File: config.mk
export PLATFORM = sky130hd
export DESIGN_NAME = uniform_grid_linear_resampler_flat
export DESIGN_NICKNAME = d
export VERILOG_FILES = /design/src/ugl_pkg.sv /design/src/ugl_point_if.sv /design/src/ugl_sample_if.sv /design/src/uniform_grid_linear_resampler.sv /design/src/flat_wrapper.sv
export SDC_FILE = /design/constraint.sdc
export NUM_CORES = 2
export LEC_CHECK = 0
export BUFFER_PORTS_ARGS = -buffer_cell sky130_fd_sc_hd__buf_2
export CAP_MARGIN = 20
export CORE_ASPECT_RATIO = 1.4
export CORE_MARGIN = 2
export CORE_UTILIZATION = 32
export CTS_CLUSTER_DIAMETER = 80
export CTS_CLUSTER_SIZE = 28
export DETAILED_ROUTE_END_ITERATION = 8
export PLACE_DENSITY = 0.59
export SLEW_MARGIN = 20
export SYNTH_ARGS = -nofsm -noshare
export SYNTH_HDL_FRONTEND = slang
export SYNTH_SLANG_ARGS = --single-unit
File: constraint.sdc
create_clock -name i_clk -period 13.15 [get_ports i_clk]
set_input_delay 1.315 -clock i_clk [delete_from_list [all_inputs] [get_ports i_clk]]
set_output_delay 1.315 -clock i_clk [all_outputs]
set_load 0.02 [all_outputs]
File: src/ugl_pkg.sv
`default_nettype none

package ugl_pkg;

    // Widths of the Q16.16 coordinates, the grid step and the grid position.
    localparam int XY_W   = 32;
    localparam int STEP_W = 31;
    localparam int GRID_W = XY_W + 1;

    // Iteration counter of the bit-serial divider, one dividend bit per cycle.
    localparam int DIV_CNT_W = $clog2(XY_W);

    // Grid spacing after reset: 0.2 in Q16.16.
    localparam logic [STEP_W-1:0] GRID_STEP_RESET = STEP_W'(13107);

    // Largest number of samples that one point may produce.
    localparam int MAX_RUN_DEFAULT = 64;

endpackage

`default_nettype wire

File: src/ugl_point_if.sv
`default_nettype none

interface ugl_point_if;
    logic                             valid;
    logic                             ready;
    logic signed [ugl_pkg::XY_W-1:0]  point_x;
    logic signed [ugl_pkg::XY_W-1:0]  point_y;
    logic                             seq_end;

    modport source (output valid, output point_x, output point_y, output seq_end,
                    input ready);
    modport sink (input valid, input point_x, input point_y, input seq_end,
                  output ready);
endinterface

`default_nettype wire

File: src/ugl_sample_if.sv
`default_nettype none

interface ugl_sample_if;
    logic                             valid;
    logic                             ready;
    logic signed [ugl_pkg::XY_W-1:0]  sample_x;
    logic signed [ugl_pkg::XY_W-1:0]  sample_y;
    logic                             run_last;
    logic                             run_cut;

    modport source (output valid, output sample_x, output sample_y, output run_last,
                    output run_cut, input ready);
    modport sink (input valid, input sample_x, input sample_y, input run_last,
                  input run_cut, output ready);
endinterface

`default_nettype wire

File: src/uniform_grid_linear_resampler.sv
// A first point of a sequence goes through the check and put states to the output register.
// A later point goes through check, load, the bit-serial divider, sum, fin and put for its first sample,
// and from load to put for each further one; a cut run then reruns the divider to skip ahead.
// Throughput: one item at a time; the next item is accepted once the last sample of the
// current one sits in the output register and any skip-ahead is done. Reset is synchronous,
// active low, and returns the grid step to 0.2, clears the segment state and empties the output.
`default_nettype none

module uniform_grid_linear_resampler #(
    parameter int MAX_RUN = ugl_pkg::MAX_RUN_DEFAULT
) (
    input  logic                         i_clk,
    input  logic                         i_rst_n,
    input  logic                         i_cfg_we,
    input  logic [ugl_pkg::STEP_W-1:0]   i_cfg_data,
    ugl_point_if.sink                    i_point,
    ugl_sample_if.source                 o_sample
);

    localparam int XY_W   = ugl_pkg::XY_W;
    localparam int STEP_W = ugl_pkg::STEP_W;
    localparam int GRID_W = ugl_pkg::GRID_W;
    localparam int DCW    = ugl_pkg::DIV_CNT_W;

    // Run counter holds 0 .. MAX_RUN-1.
    localparam int CW     = (MAX_RUN > 1) ? $clog2(MAX_RUN) : 1;
    // MAX_RUN grid steps, the distance that a full run covers.
    localparam int SPAN_W = STEP_W + $clog2(MAX_RUN + 1);
    localparam int CMP_W  = ((SPAN_W > GRID_W) ? SPAN_W : GRID_W) + 2;
    // Divider: partial remainder 2R + num stays below three divisors.
    localparam int SUB_W  = XY_W + 3;

    localparam logic [3:0] S_IDLE    = 4'd0;
    localparam logic [3:0] S_CHECK   = 4'd1;
    localparam logic [3:0] S_LOAD    = 4'd2;
    localparam logic [3:0] S_DIV     = 4'd3;
    localparam logic [3:0] S_SUM     = 4'd4;
    localparam logic [3:0] S_FIN     = 4'd5;
    localparam logic [3:0] S_PUT     = 4'd6;
    localparam logic [3:0] S_SKIPLD  = 4'd7;
    localparam logic [3:0] S_SKIPFIN = 4'd8;
    localparam logic [3:0] S_SKIPADD = 4'd9;

    // Control state and the state of the polyline segment.
    logic [3:0]               r_state, n_state;
    logic                     r_out_valid;
    logic                     r_have_first;
    logic signed [XY_W-1:0]   r_prev_x;
    logic signed [XY_W-1:0]   r_prev_y;
    logic signed [GRID_W-1:0] r_ng;
    logic [STEP_W-1:0]        r_grid_step;

    // Datapath registers of the item at work.
    logic signed [XY_W-1:0]   r_x;
    logic signed [XY_W-1:0]   r_y;
    logic                     r_end;
    logic                     r_first;
    logic                     r_cut;
    logic                     r_last;
    logic                     r_neg;
    logic [XY_W-1:0]          r_a;
    logic [CW-1:0]            r_cnt;
    logic [SPAN_W-1:0]        r_span;

    // Bit-serial divider.
    logic                     r_skip;
    logic [XY_W-1:0]          r_sh;
    logic [XY_W-1:0]          r_num;
    logic [XY_W-1:0]          r_dvs;
    logic [XY_W-1:0]          r_rem;
    logic [XY_W-1:0]          r_qa;
    logic [XY_W-1:0]          r_qb;
    logic [DCW-1:0]           r_bit;
    logic [XY_W:0]            r_q;

    // Pending sample and the output register.
    logic signed [XY_W-1:0]   r_sx;
    logic signed [XY_W-1:0]   r_sy;
    logic signed [XY_W-1:0]   r_o_x;
    logic signed [XY_W-1:0]   r_o_y;
    logic                     r_o_last;
    logic                     r_o_cut;

    logic [STEP_W-1:0]        w_step;
    logic                     w_accept;
    logic                     w_out_free;
    logic signed [XY_W:0]     w_dx;
    logic [XY_W:0]            w_dy_pos;
    logic [XY_W:0]            w_dy_neg;
    logic                     w_y_below;
    logic signed [GRID_W:0]   w_xg;
    logic signed [CMP_W-1:0]  w_xg_ext;
    logic signed [CMP_W-1:0]  w_span_ext;
    logic                     w_cut;
    logic                     w_none;
    logic [GRID_W-1:0]        w_gp;
    logic signed [GRID_W:0]   w_ng_step;
    logic signed [GRID_W:0]   w_x_ext;
    logic                     w_past_x;
    logic                     w_div_bit;
    logic [SUB_W-1:0]         w_s;
    logic [SUB_W-1:0]         w_d1;
    logic [SUB_W-1:0]         w_d2;
    logic                     w_ge1;
    logic                     w_ge2;
    logic [SUB_W-1:0]         w_rem_next;
    logic signed [XY_W+1:0]   w_py_ext;
    logic signed [XY_W+1:0]   w_q_ext;
    logic signed [XY_W+1:0]   w_v;
    logic                     w_ovf;
    logic signed [XY_W-1:0]   w_sat;

    // A zero step is treated as the smallest legal step.
    assign w_step     = (r_grid_step == '0) ? STEP_W'(1) : r_grid_step;

    assign w_accept   = i_point.valid && i_point.ready;
    assign w_out_free = !r_out_valid || o_sample.ready;

    assign i_point.ready     = (r_state == S_IDLE);
    assign o_sample.valid    = r_out_valid;
    assign o_sample.sample_x = r_o_x;
    assign o_sample.sample_y = r_o_y;
    assign o_sample.run_last = r_o_last;
    assign o_sample.run_cut  = r_o_cut;

    // Segment geometry. The slope numerator is taken as magnitude and sign so that
    // the divider works on unsigned values and the quotient truncates toward zero.
    assign w_dx      = {r_x[XY_W-1], r_x} - {r_prev_x[XY_W-1], r_prev_x};
    assign w_dy_pos  = {r_y[XY_W-1], r_y} - {r_prev_y[XY_W-1], r_prev_y};
    assign w_dy_neg  = {r_prev_y[XY_W-1], r_prev_y} - {r_y[XY_W-1], r_y};
    assign w_y_below = (r_y < r_prev_y);

    // Distance from the next grid position to the new point. The run is cut when
    // a full run of MAX_RUN steps still does not pass beyond the point.
    assign w_x_ext    = {{2{r_x[XY_W-1]}}, r_x};
    assign w_xg       = w_x_ext - {r_ng[GRID_W-1], r_ng};
    assign w_xg_ext   = CMP_W'(w_xg);
    assign w_span_ext = $signed(CMP_W'(r_span));
    assign w_cut      = (w_xg_ext >= w_span_ext);
    assign w_none     = w_xg[GRID_W];

    // Offset of the grid position from the segment start; never above the span.
    assign w_gp = r_ng - {r_prev_x[XY_W-1], r_prev_x};

    // The sample is the last of its point when the following grid position lies
    // beyond the point or when the run reaches MAX_RUN samples.
    assign w_ng_step = {r_ng[GRID_W-1], r_ng} + (GRID_W + 1)'(w_step);
    assign w_past_x  = (w_ng_step > w_x_ext);

    // One step of the divider. It keeps prefix * num = Q * dvs + R with R < dvs,
    // where prefix is the part of the dividend shifted in so far. Doubling and
    // adding num leave 2R + num below three divisors, so the quotient digit is
    // 0, 1 or 2; it is kept as two bit rows that are summed once at the end.
    assign w_div_bit  = r_sh[XY_W-1];
    assign w_s        = (SUB_W'(r_rem) << 1) + (w_div_bit ? SUB_W'(r_num) : '0);
    assign w_d1       = w_s - SUB_W'(r_dvs);
    assign w_d2       = w_s - (SUB_W'(r_dvs) << 1);
    assign w_ge1      = !w_d1[SUB_W-1];
    assign w_ge2      = !w_d2[SUB_W-1];
    assign w_rem_next = w_ge2 ? w_d2 : (w_ge1 ? w_d1 : w_s);

    // Interpolated value, saturated to the 32-bit range.
    assign w_py_ext = {{2{r_prev_y[XY_W-1]}}, r_prev_y};
    assign w_q_ext  = $signed({1'b0, r_q});
    assign w_v      = r_neg ? (w_py_ext - w_q_ext) : (w_py_ext + w_q_ext);
    assign w_ovf    = (w_v[XY_W+1:XY_W-1] != '0) && (w_v[XY_W+1:XY_W-1] != '1);
    assign w_sat    = w_ovf ? {w_v[XY_W+1], {(XY_W-1){!w_v[XY_W+1]}}} : w_v[XY_W-1:0];

    always_comb begin
        n_state = r_state;
        unique case (r_state)
            S_IDLE: begin
                if (w_accept) begin
                    n_state = S_CHECK;
                end
            end
            S_CHECK: begin
                if (!r_have_first) begin
                    n_state = S_PUT;
                end else if (w_dx[XY_W] || (w_dx == '0) || w_none) begin
                    n_state = S_IDLE;
                end else begin
                    n_state = S_LOAD;
                end
            end
            S_LOAD: begin
                n_state = S_DIV;
            end
            S_DIV: begin
                if (r_bit == DCW'(XY_W - 1)) begin
                    n_state = r_skip ? S_SKIPFIN : S_SUM;
                end
            end
            S_SUM: begin
                n_state = S_FIN;
            end
            S_FIN: begin
                n_state = S_PUT;
            end
            S_PUT: begin
                if (w_out_free) begin
                    if (r_first) begin
                        n_state = S_IDLE;
                    end else if (r_last) begin
                        n_state = r_cut ? S_SKIPLD : S_IDLE;
                    end else begin
                        n_state = S_LOAD;
                    end
                end
            end
            S_SKIPLD: begin
                n_state = S_DIV;
            end
            S_SKIPFIN: begin
                n_state = S_SKIPADD;
            end
            S_SKIPADD: begin
                n_state = S_IDLE;
            end
            default: begin
                n_state = S_IDLE;
            end
        endcase
    end

    // Control state, segment state and the configuration register.
    always_ff @(posedge i_clk) begin
        if (!i_rst_n) begin
            r_state      <= S_IDLE;
            r_out_valid  <= 1'b0;
            r_have_first <= 1'b0;
            r_prev_x     <= '0;
            r_prev_y     <= '0;
            r_ng         <= '0;
            r_grid_step  <= ugl_pkg::GRID_STEP_RESET;
        end else begin
            r_state <= n_state;

            if (i_cfg_we) begin
                r_grid_step <= i_cfg_data;
            end

            if (o_sample.ready) begin
                r_out_valid <= 1'b0;
            end
            if ((r_state == S_PUT) && w_out_free) begin
                r_out_valid <= 1'b1;
            end

            unique case (r_state)
                S_CHECK: begin
                    if (!r_have_first) begin
                        // First point of a sequence: it starts the grid.
                        r_prev_x     <= r_x;
                        r_prev_y     <= r_y;
                        r_ng         <= {r_x[XY_W-1], r_x} + GRID_W'(w_step);
                        r_have_first <= !r_end;
                    end else if (w_dx == '0) begin
                        // Same x again: only the segment start value moves.
                        r_prev_y     <= r_y;
                        r_have_first <= !r_end;
                    end else if (w_dx[XY_W]) begin
                        r_have_first <= !r_end;
                    end else if (w_none) begin
                        r_prev_x     <= r_x;
                        r_prev_y     <= r_y;
                        r_have_first <= !r_end;
                    end
                end
                S_PUT: begin
                    if (w_out_free && !r_first) begin
                        r_ng <= r_ng + GRID_W'(w_step);
                        if (r_last && !r_cut) begin
                            r_prev_x     <= r_x;
                            r_prev_y     <= r_y;
                            r_have_first <= !r_end;
                        end
                    end
                end
                S_SKIPFIN: begin
                    // x minus (x - next) mod step is the last grid position at
                    // or below x; one more step passes beyond it.
                    r_ng <= {r_x[XY_W-1], r_x} - {1'b0, r_rem};
                end
                S_SKIPADD: begin
                    r_ng         <= r_ng + GRID_W'(w_step);
                    r_prev_x     <= r_x;
                    r_prev_y     <= r_y;
                    r_have_first <= !r_end;
                end
                default: begin
                end
            endcase
        end
    end

    // Datapath registers.
    always_ff @(posedge i_clk) begin
        r_span <= SPAN_W'(w_step) * SPAN_W'(MAX_RUN);

        if (w_accept) begin
            r_x   <= i_point.point_x;
            r_y   <= i_point.point_y;
            r_end <= i_point.seq_end;
        end

        unique case (r_state)
            S_CHECK: begin
                r_first <= !r_have_first;
                r_cut   <= r_have_first && w_cut;
                r_last  <= 1'b1;
                r_sx    <= r_x;
                r_sy    <= r_y;
                r_neg   <= w_y_below;
                r_a     <= w_y_below ? w_dy_neg[XY_W-1:0] : w_dy_pos[XY_W-1:0];
                r_cnt   <= '0;
            end
            S_LOAD: begin
                r_skip <= 1'b0;
                r_sh   <= r_a;
                r_num  <= w_gp[XY_W-1:0];
                r_dvs  <= w_dx[XY_W-1:0];
                r_rem  <= '0;
                r_qa   <= '0;
                r_qb   <= '0;
                r_bit  <= '0;
            end
            S_SKIPLD: begin
                // The remainder of (x - next) by the step locates the skipped grid.
                r_skip <= 1'b1;
                r_sh   <= w_xg[XY_W-1:0];
                r_num  <= XY_W'(1);
                r_dvs  <= XY_W'(w_step);
                r_rem  <= '0;
                r_qa   <= '0;
                r_qb   <= '0;
                r_bit  <= '0;
            end
            S_DIV: begin
                r_sh  <= {r_sh[XY_W-2:0], 1'b0};
                r_rem <= w_rem_next[XY_W-1:0];
                r_qa  <= {r_qa[XY_W-2:0], w_ge1};
                r_qb  <= {r_qb[XY_W-2:0], w_ge2};
                r_bit <= r_bit + DCW'(1);
            end
            S_SUM: begin
                r_q    <= {1'b0, r_qa} + {1'b0, r_qb};
                r_last <= w_past_x || (r_cnt == CW'(MAX_RUN - 1));
            end
            S_FIN: begin
                r_sx <= r_ng[XY_W-1:0];
                r_sy <= w_sat;
            end
            S_PUT: begin
                if (w_out_free) begin
                    r_o_x    <= r_sx;
                    r_o_y    <= r_sy;
                    r_o_last <= r_last;
                    r_o_cut  <= r_cut;
                    if (!r_first && !r_last) begin
                        r_cnt <= r_cnt + CW'(1);
                    end
                end
            end
            default: begin
            end
        endcase
    end

    // The divider never runs with a zero divisor and keeps its remainder reduced.
    a_div_nonzero: assert property (@(posedge i_clk) disable iff (!i_rst_n)
        (r_state == S_DIV) |-> (r_dvs != '0))
        else $error("divider started with a zero divisor");

    a_rem_reduced: assert property (@(posedge i_clk) disable iff (!i_rst_n)
        (r_state == S_DIV) |-> (r_rem < r_dvs))
        else $error("divider remainder not below divisor");

    // Between items the next grid position always lies beyond the segment start.
    a_grid_ahead: assert property (@(posedge i_clk) disable iff (!i_rst_n)
        ((r_state == S_IDLE) && r_have_first) |->
            (r_ng > $signed({r_prev_x[XY_W-1], r_prev_x})))
        else $error("next grid position not beyond the last point");

    // Skipping only follows a cut run.
    a_skip_cut: assert property (@(posedge i_clk) disable iff (!i_rst_n)
        (r_state == S_SKIPLD) |-> (r_cut && !r_first))
        else $error("grid skip without a cut run");

    // A sample handed to the output register shows up as valid.
    a_out_load: assert property (@(posedge i_clk) disable iff (!i_rst_n)
        ((r_state == S_PUT) && w_out_free) |=> r_out_valid)
        else $error("sample lost on its way to the output");

endmodule

`default_nettype wire

File: src/flat_wrapper.sv
// flat-port wrapper written by rule: the top's interface ports become plain ports
module uniform_grid_linear_resampler_flat 
#(
    parameter int MAX_RUN = ugl_pkg::MAX_RUN_DEFAULT
)
  (i_clk, i_rst_n, i_cfg_we, i_cfg_data, i_point_valid, i_point_point_x, i_point_point_y, i_point_seq_end, i_point_ready, o_sample_valid, o_sample_sample_x, o_sample_sample_y, o_sample_run_last, o_sample_run_cut, o_sample_ready);
  ugl_point_if i_point_i ();
  ugl_sample_if o_sample_i ();
  input  logic i_clk;
  input  logic i_rst_n;
  input  logic i_cfg_we;
  input  logic [ugl_pkg::STEP_W-1:0] i_cfg_data;
  input wire logic [$bits(i_point_i.valid)-1:0] i_point_valid;
  input wire logic [$bits(i_point_i.point_x)-1:0] i_point_point_x;
  input wire logic [$bits(i_point_i.point_y)-1:0] i_point_point_y;
  input wire logic [$bits(i_point_i.seq_end)-1:0] i_point_seq_end;
  output wire logic [$bits(i_point_i.ready)-1:0] i_point_ready;
  output wire logic [$bits(o_sample_i.valid)-1:0] o_sample_valid;
  output wire logic [$bits(o_sample_i.sample_x)-1:0] o_sample_sample_x;
  output wire logic [$bits(o_sample_i.sample_y)-1:0] o_sample_sample_y;
  output wire logic [$bits(o_sample_i.run_last)-1:0] o_sample_run_last;
  output wire logic [$bits(o_sample_i.run_cut)-1:0] o_sample_run_cut;
  input wire logic [$bits(o_sample_i.ready)-1:0] o_sample_ready;
  assign i_point_i.valid = i_point_valid;
  assign i_point_i.point_x = i_point_point_x;
  assign i_point_i.point_y = i_point_point_y;
  assign i_point_i.seq_end = i_point_seq_end;
  assign i_point_ready = i_point_i.ready;
  assign o_sample_valid = o_sample_i.valid;
  assign o_sample_sample_x = o_sample_i.sample_x;
  assign o_sample_sample_y = o_sample_i.sample_y;
  assign o_sample_run_last = o_sample_i.run_last;
  assign o_sample_run_cut = o_sample_i.run_cut;
  assign o_sample_i.ready = o_sample_ready;
  uniform_grid_linear_resampler #(.MAX_RUN(MAX_RUN)) u_core (.i_clk(i_clk), .i_rst_n(i_rst_n), .i_cfg_we(i_cfg_we), .i_cfg_data(i_cfg_data), .i_point(i_point_i), .o_sample(o_sample_i));
endmodule
# After elaboration in Yosys (flattened, before gate mapping)
# Cells that the tools add are included.
# totals
ff_bits,633
output_inout_bits,68
inputBits,101
# op_classes
muxes,57
order_cmp,3
n_eq_ne,24
n_reduce_logical,41
n_addsub,17
# op_table
operator,count
two-way mux 32 bit,17
one-hot mux 32 bit (2 select lines),7
one-hot mux 32 bit (3 select lines),3
one-hot mux 33 bit (4 select lines),1
subtractor 32 bit,3
adder 33 x 32 -> 34 bit,2
adder 32 x 32 -> 33 bit,2
two-way mux 33 bit,2
>= comparator 34 x 38 -> 1 bit,1
subtractor 35 x 32 -> 35 bit,1
subtractor 35 x 33 -> 35 bit,1
adder 32 x 34 -> 34 bit,1
> comparator 34 x 32 -> 1 bit,1
two-way mux 34 bit,1
subtractor 32 x 33 -> 34 bit,1
subtractor 32 x 34 -> 34 bit,1
adder 33 x 31 -> 33 bit,1
logical NOT 33 bit,1
subtractor 32 x 32 -> 33 bit,1
subtractor 33 x 32 -> 33 bit,1
less-than comparator 32 bit,1
one-hot mux 4 bit (8 select lines),1
logical NOT 31 bit,1
two-way mux 31 bit,1
33 further kinds,89

# Logic depth before layout (Yosys ltp)
# logic_depth
ltp_word,7
ltp_mapped,26
depth_no_buf,25

# Worst setup path before layout
# No wires, ideal clock.
# synth_path
path_type,register -> register
start,register u_core.r_state[1]
end,register u_core.r_dvs[0] (enable)
synth_period_minus_slack_ns,12.288
required_time_ns,12.563
n_path_buf,1
arrival_ns,11.701
stages_incl_launch_ff,5
path_slack_ns,0.862
cell_sequence,dfxtp_1 -> clkbuf_1 -> nor2b_1 -> nor2b_1 -> a21boi_0
# synth_via
elab_chain_cells,2
word_cells_on_any_way,3
cone_classes,eq/ne (2); reduce/logical (1)
# synth_rtl
item,line,rtl
"start, declared",uniform_grid_linear_resampler.sv:45,"logic [3:0] r_state, n_state;"
"start signal, assigned",uniform_grid_linear_resampler.sv:237,r_state <= n_state;
== test 4 x 2 -> 1 bit or == test 4 x 3 -> 1 bit (tied branches),uniform_grid_linear_resampler.sv:307,unique case (r_state)
nonzero test 2 bit (no source line) (*),-,
"end signal, assigned",uniform_grid_linear_resampler.sv:322,r_dvs <= w_dx[XY_W-1:0];
"end signal, assigned",uniform_grid_linear_resampler.sv:333,r_dvs <= XY_W'(w_step);
"end, declared",uniform_grid_linear_resampler.sv:69,logic [XY_W-1:0] r_dvs;
# Mark *: on every way between the ends. The rest lies on a longest branch, timed or not.
# A chain may end at the register's enable or synchronous reset.

# Worst setup path in the final report
# layout_path
start,register u_core.r_grid_step[22]
end,register u_core.r_last (data pin)
# layout_via
elab_chain_cells,6
# layout_rtl
item,line,rtl
"start, declared",uniform_grid_linear_resampler.sv:51,logic [STEP_W-1:0] r_grid_step;
"start signal, assigned",uniform_grid_linear_resampler.sv:235,r_grid_step <= ugl_pkg::GRID_STEP_RESET;
"start signal, assigned",uniform_grid_linear_resampler.sv:240,r_grid_step <= i_cfg_data;
logical NOT 31 bit,uniform_grid_linear_resampler.sv:114,assign w_step = (r_grid_step == '0) ? STEP_W'(1) : r_grid_step;
two-way mux 31 bit,uniform_grid_linear_resampler.sv:114,
net u_core.w_step[0],uniform_grid_linear_resampler.sv:84,logic [STEP_W-1:0] w_step;
adder 33 x 32 -> 34 bit,uniform_grid_linear_resampler.sv:147,"assign w_ng_step = {r_ng[GRID_W-1], r_ng} + (GRID_W + 1)'(w_step);"
> comparator 34 x 32 -> 1 bit,uniform_grid_linear_resampler.sv:148,assign w_past_x = (w_ng_step > w_x_ext);
logical OR 1 bit,uniform_grid_linear_resampler.sv:348,r_last <= w_past_x || (r_cnt == CW'(MAX_RUN - 1));
one-hot mux 1 bit (2 select lines),uniform_grid_linear_resampler.sv:307,
"end signal, assigned",uniform_grid_linear_resampler.sv:348,
"end, declared",uniform_grid_linear_resampler.sv:59,logic r_last;
# The timed path passes the listed nets, and every way through them passes these cells.

==> reports/qor.csv <==
metric,value,unit
status,"complete, no violations",
hp-class,reg2reg,
vias_per_cell,5.53,
async_flop_share,0,%
vias,40100,
finalSetupViolCount,0,
reg2reg_depth,21,
ys_seq_area_share,36.7,%
overflow,0,
clk_latency,0.70,ns
hold_viol_final,0,
cts_hold_buf,0,
synth_ff_type,edfxtp_1,
syn_area,0.0473,mm²
synth_cell_types,89,
initial_core_util,32.1,%
antenna_found_initial,3,
die_x,329,µm
grt_max_degree,77,
hold_start,u_core.r_sy[27],
max_freq,136,MHz
final_max_slew_viol_count,0,
pin_count,169,
whs_endpoint,u_core.o_sample.sample_y[27],
syn_inst,5202,
holdPathStages,0,
critPathArrivalTime,7.78,ns
nets,5872,
area_growth_syn_to_layout,10.2,%
worstSetupStartpointType,flop,
reg2reg_from,u_core.r_grid_step[22],
rsz0062_at_grt,false,
r2r-end,u_core.r_last,
cts_setup_buffers,0,
drv_cap,0,
place_hpwl,134,mm
drtIter0Drc,3304,
drtAntennaViolNets,0,
cts_resized,0,
fin_skew,0.0496,ns
rrSetupSlack,5.79,ns
crit_type,reg2reg,
fin_crit,7.36,ns
slew_headroom,20.3,%
synth_nets,5797,
synth.avg_cell_area,9.10,µm²
clockRootBuffer,clkbuf_16,
placementRows,167,
critPathCaptureType,flop,
cp_max_fo,6,
cts.reportedPaths.clkPinSlew,0.09,ns
grt_pass1_vias,39800,
cts_made_buffers,45,
grt_use_total,22.0,%
place_congestion,0.977,
first_pass_iters,6,
drive_above_1_share,7.21,%
drc,0,
grt_pass1_wl,252,mm
die_h,459,µm
cp.required,13.57,ns
io_buffers,168,
setup_tns,0,ns
clock_path_buffers,3,
drt-total-wl,171,mm
ys_warn_count,0,
wl_per_cell,23.5,µm
ys_ff_latch,633,
period_share,56.0,%
cts_tree,built,
worst_pin_slew,1.19,ns
core-area,0.147,mm²
synth_edf_count,468,
clkSinkCount,633,
cts_max_level,2,
die-area,0.151,mm²
==> kinds of logic after synthesis <==
| kind of cell | Yosys count | synth area share [%] |
|---|---|---|
| AOI/OAI and AO/OA | 1536 | 21.0 |
| xor gates and xnor gates | 341 | 6.31 |
| adders and majority gates | 494 | 13.3 |
| buffers and inverters | 573 | 4.65 |
| DFF | 633 | 36.7 |
| muxes | 156 | 3.31 |
| and+or+nand+nor | 1469 | 14.8 |
==> Yosys cell counts, drive strengths merged (11+ instances only) <==
cell | instances | share of area, %
clkbuf | 166 | 1.3
a31oi | 54 | 0.71
and2 | 57 | 0.75
xor2 | 103 | 1.9
nor3 | 93 | 0.98
a2111oi | 14 | 0.29
and4 | 17 | 0.31
inv | 377 | 3.0
nand2b | 60 | 0.79
a21boi | 18 | 0.29
mux2i | 153 | 3.2
a21oi | 420 | 4.4
or3 | 27 | 0.36
a221oi | 49 | 0.91
nor4 | 22 | 0.29
a22oi | 40 | 0.63
dfxtp | 165 | 7.0
o21ai | 323 | 3.4
nor3b | 12 | 0.19
or2 | 23 | 0.30
a211o | 21 | 0.39
nand3 | 78 | 0.82
a311oi | 11 | 0.20
o21bai | 60 | 0.95
nor2 | 362 | 2.9
a211oi | 62 | 0.98
o22ai | 25 | 0.33
buf | 29 | 0.34
xnor2 | 238 | 4.4
nand4 | 49 | 0.65
fa | 13 | 0.55
o21a | 74 | 1.2
o31ai | 30 | 0.50
ha | 481 | 13
o211ai | 26 | 0.48
edfxtp | 468 | 30
and3 | 98 | 1.3
nor2b | 53 | 0.70
o31a | 11 | 0.20
nand2 | 483 | 3.8
a21o | 205 | 3.3
==> registers in the layout, summed over array words and instances (netlist names), 4 cells and up <==
register	flops
u_core.o_sample.sample_x	32
u_core.r_dvs	32
u_core.r_qb	32
u_core.r_qa	32
u_core.r_cnt	6
u_core.r_sy	32
u_core.r_prev_x	32
u_core.r_state	4
u_core.r_rem	32
u_core.r_y	32
u_core.r_bit	5
u_core.r_a	32
u_core.r_sx	32
u_core.r_x	32
u_core.o_sample.sample_y	32
u_core.r_span	31
u_core.r_q	33
u_core.r_grid_step	31
u_core.r_num	32
u_core.r_sh	32
u_core.r_ng	33
u_core.r_prev_y	32
==> through the flow <==
step	cell area (µm²)	hold slack, ns	instances	setup slack, ns	utilization, %
after floorplan	47300	0.400	5202	0.862	-
after global placement	50300	0.403	7172	5.92	34.2
after detailed placement	50400	0.406	7173	5.86	34.2
after CTS	52100	0.424	7257	5.84	35.4
after global routing	52100	0.430	7264	5.31	35.4
final	52100	0.420	7264	5.79	35.4
==> worst max-delay path: stages (launching register included) <==
cell	delay (ns)
dfxtp_1	0.38
nor4_1	0.65
nand4_1	0.53
o21bai_1	0.70
ha_1	0.33
fa_1	0.28
a211o_1	0.17
a21oi_1	0.13
a211o_1	0.34
a31oi_1	0.60
a21bo_2	0.30
a221oi_1	0.16
o21ai_0	0.51
nand2_1	0.12
a211oi_1	0.42
xnor2_1	0.13
ha_1	0.31
nand4_1	0.15
nor4_1	0.42
a311o_1	0.24
mux2i_1	0.17
o21ai_0	0.08
==> layout make-up <==
cell class,instances,area (µm²)
multi-input cells,3996,27900
flip-flops and latches,633,17400
well taps,1943,2430
clock inverters,32,537
diodes,7,17.5
repair buffers,223,1250
clock buffers,52,1240
inverters,378,1420
fillers,15100,95200
==> worst max path at each step <==
stage	from	endpoint	slack, ns	cells past startpoint
final	u_core.r_grid_step[22]	u_core.r_last	5.79	21
after CTS	u_core.r_sh[31]	u_core.r_rem[29]	5.84	21
after detailed placement	u_core.r_sh[31]	u_core.r_rem[29]	5.86	21
after global placement	u_core.r_sh[31]	u_core.r_rem[29]	5.92	21
after global routing	u_core.r_sh[31]	u_core.r_rem[29]	5.31	21
after floorplan	u_core.r_state[1]	u_core.r_dvs[0]	0.86	4
==> cells in the final DEF, fill, tap and decap left out, types with 59 or more instances in the layout <==
cell type and count:
a21o_1 205, a211oi_1 62, nand3_1 78, buf_2 168, edfxtp_1 468, o21bai_1 59
nand2b_1 60, dfxtp_1 164, nor2_1 357, ha_1 481, inv_1 374, o21a_1 74
xnor2_1 238, xor2_1 103, mux2i_1 153, o21ai_0 318, nor3_1 91, and3_1 98
a21oi_1 418, nand2_1 481
==> metal layers <==
| layer | vias to the layer above | part of all wire, % | wire length (µm) | global-route usage, % |
|---|---|---|---|---|
| li1 | 19100 | - | - | - |
| met4 | 0 | 4.5 | 7750 | 9.06 |
| met1 | 19600 | 42 | 71700 | 27.4 |
| met2 | 1189 | 49 | 83500 | 38.6 |
| met5 | - | 0 | 0 | 0 |
| met3 | 275 | 4.5 | 7590 | 2.14 |
Power is not shown: default switching activity piles up to over one toggle a cycle in this logic, so the estimate is an artifact.
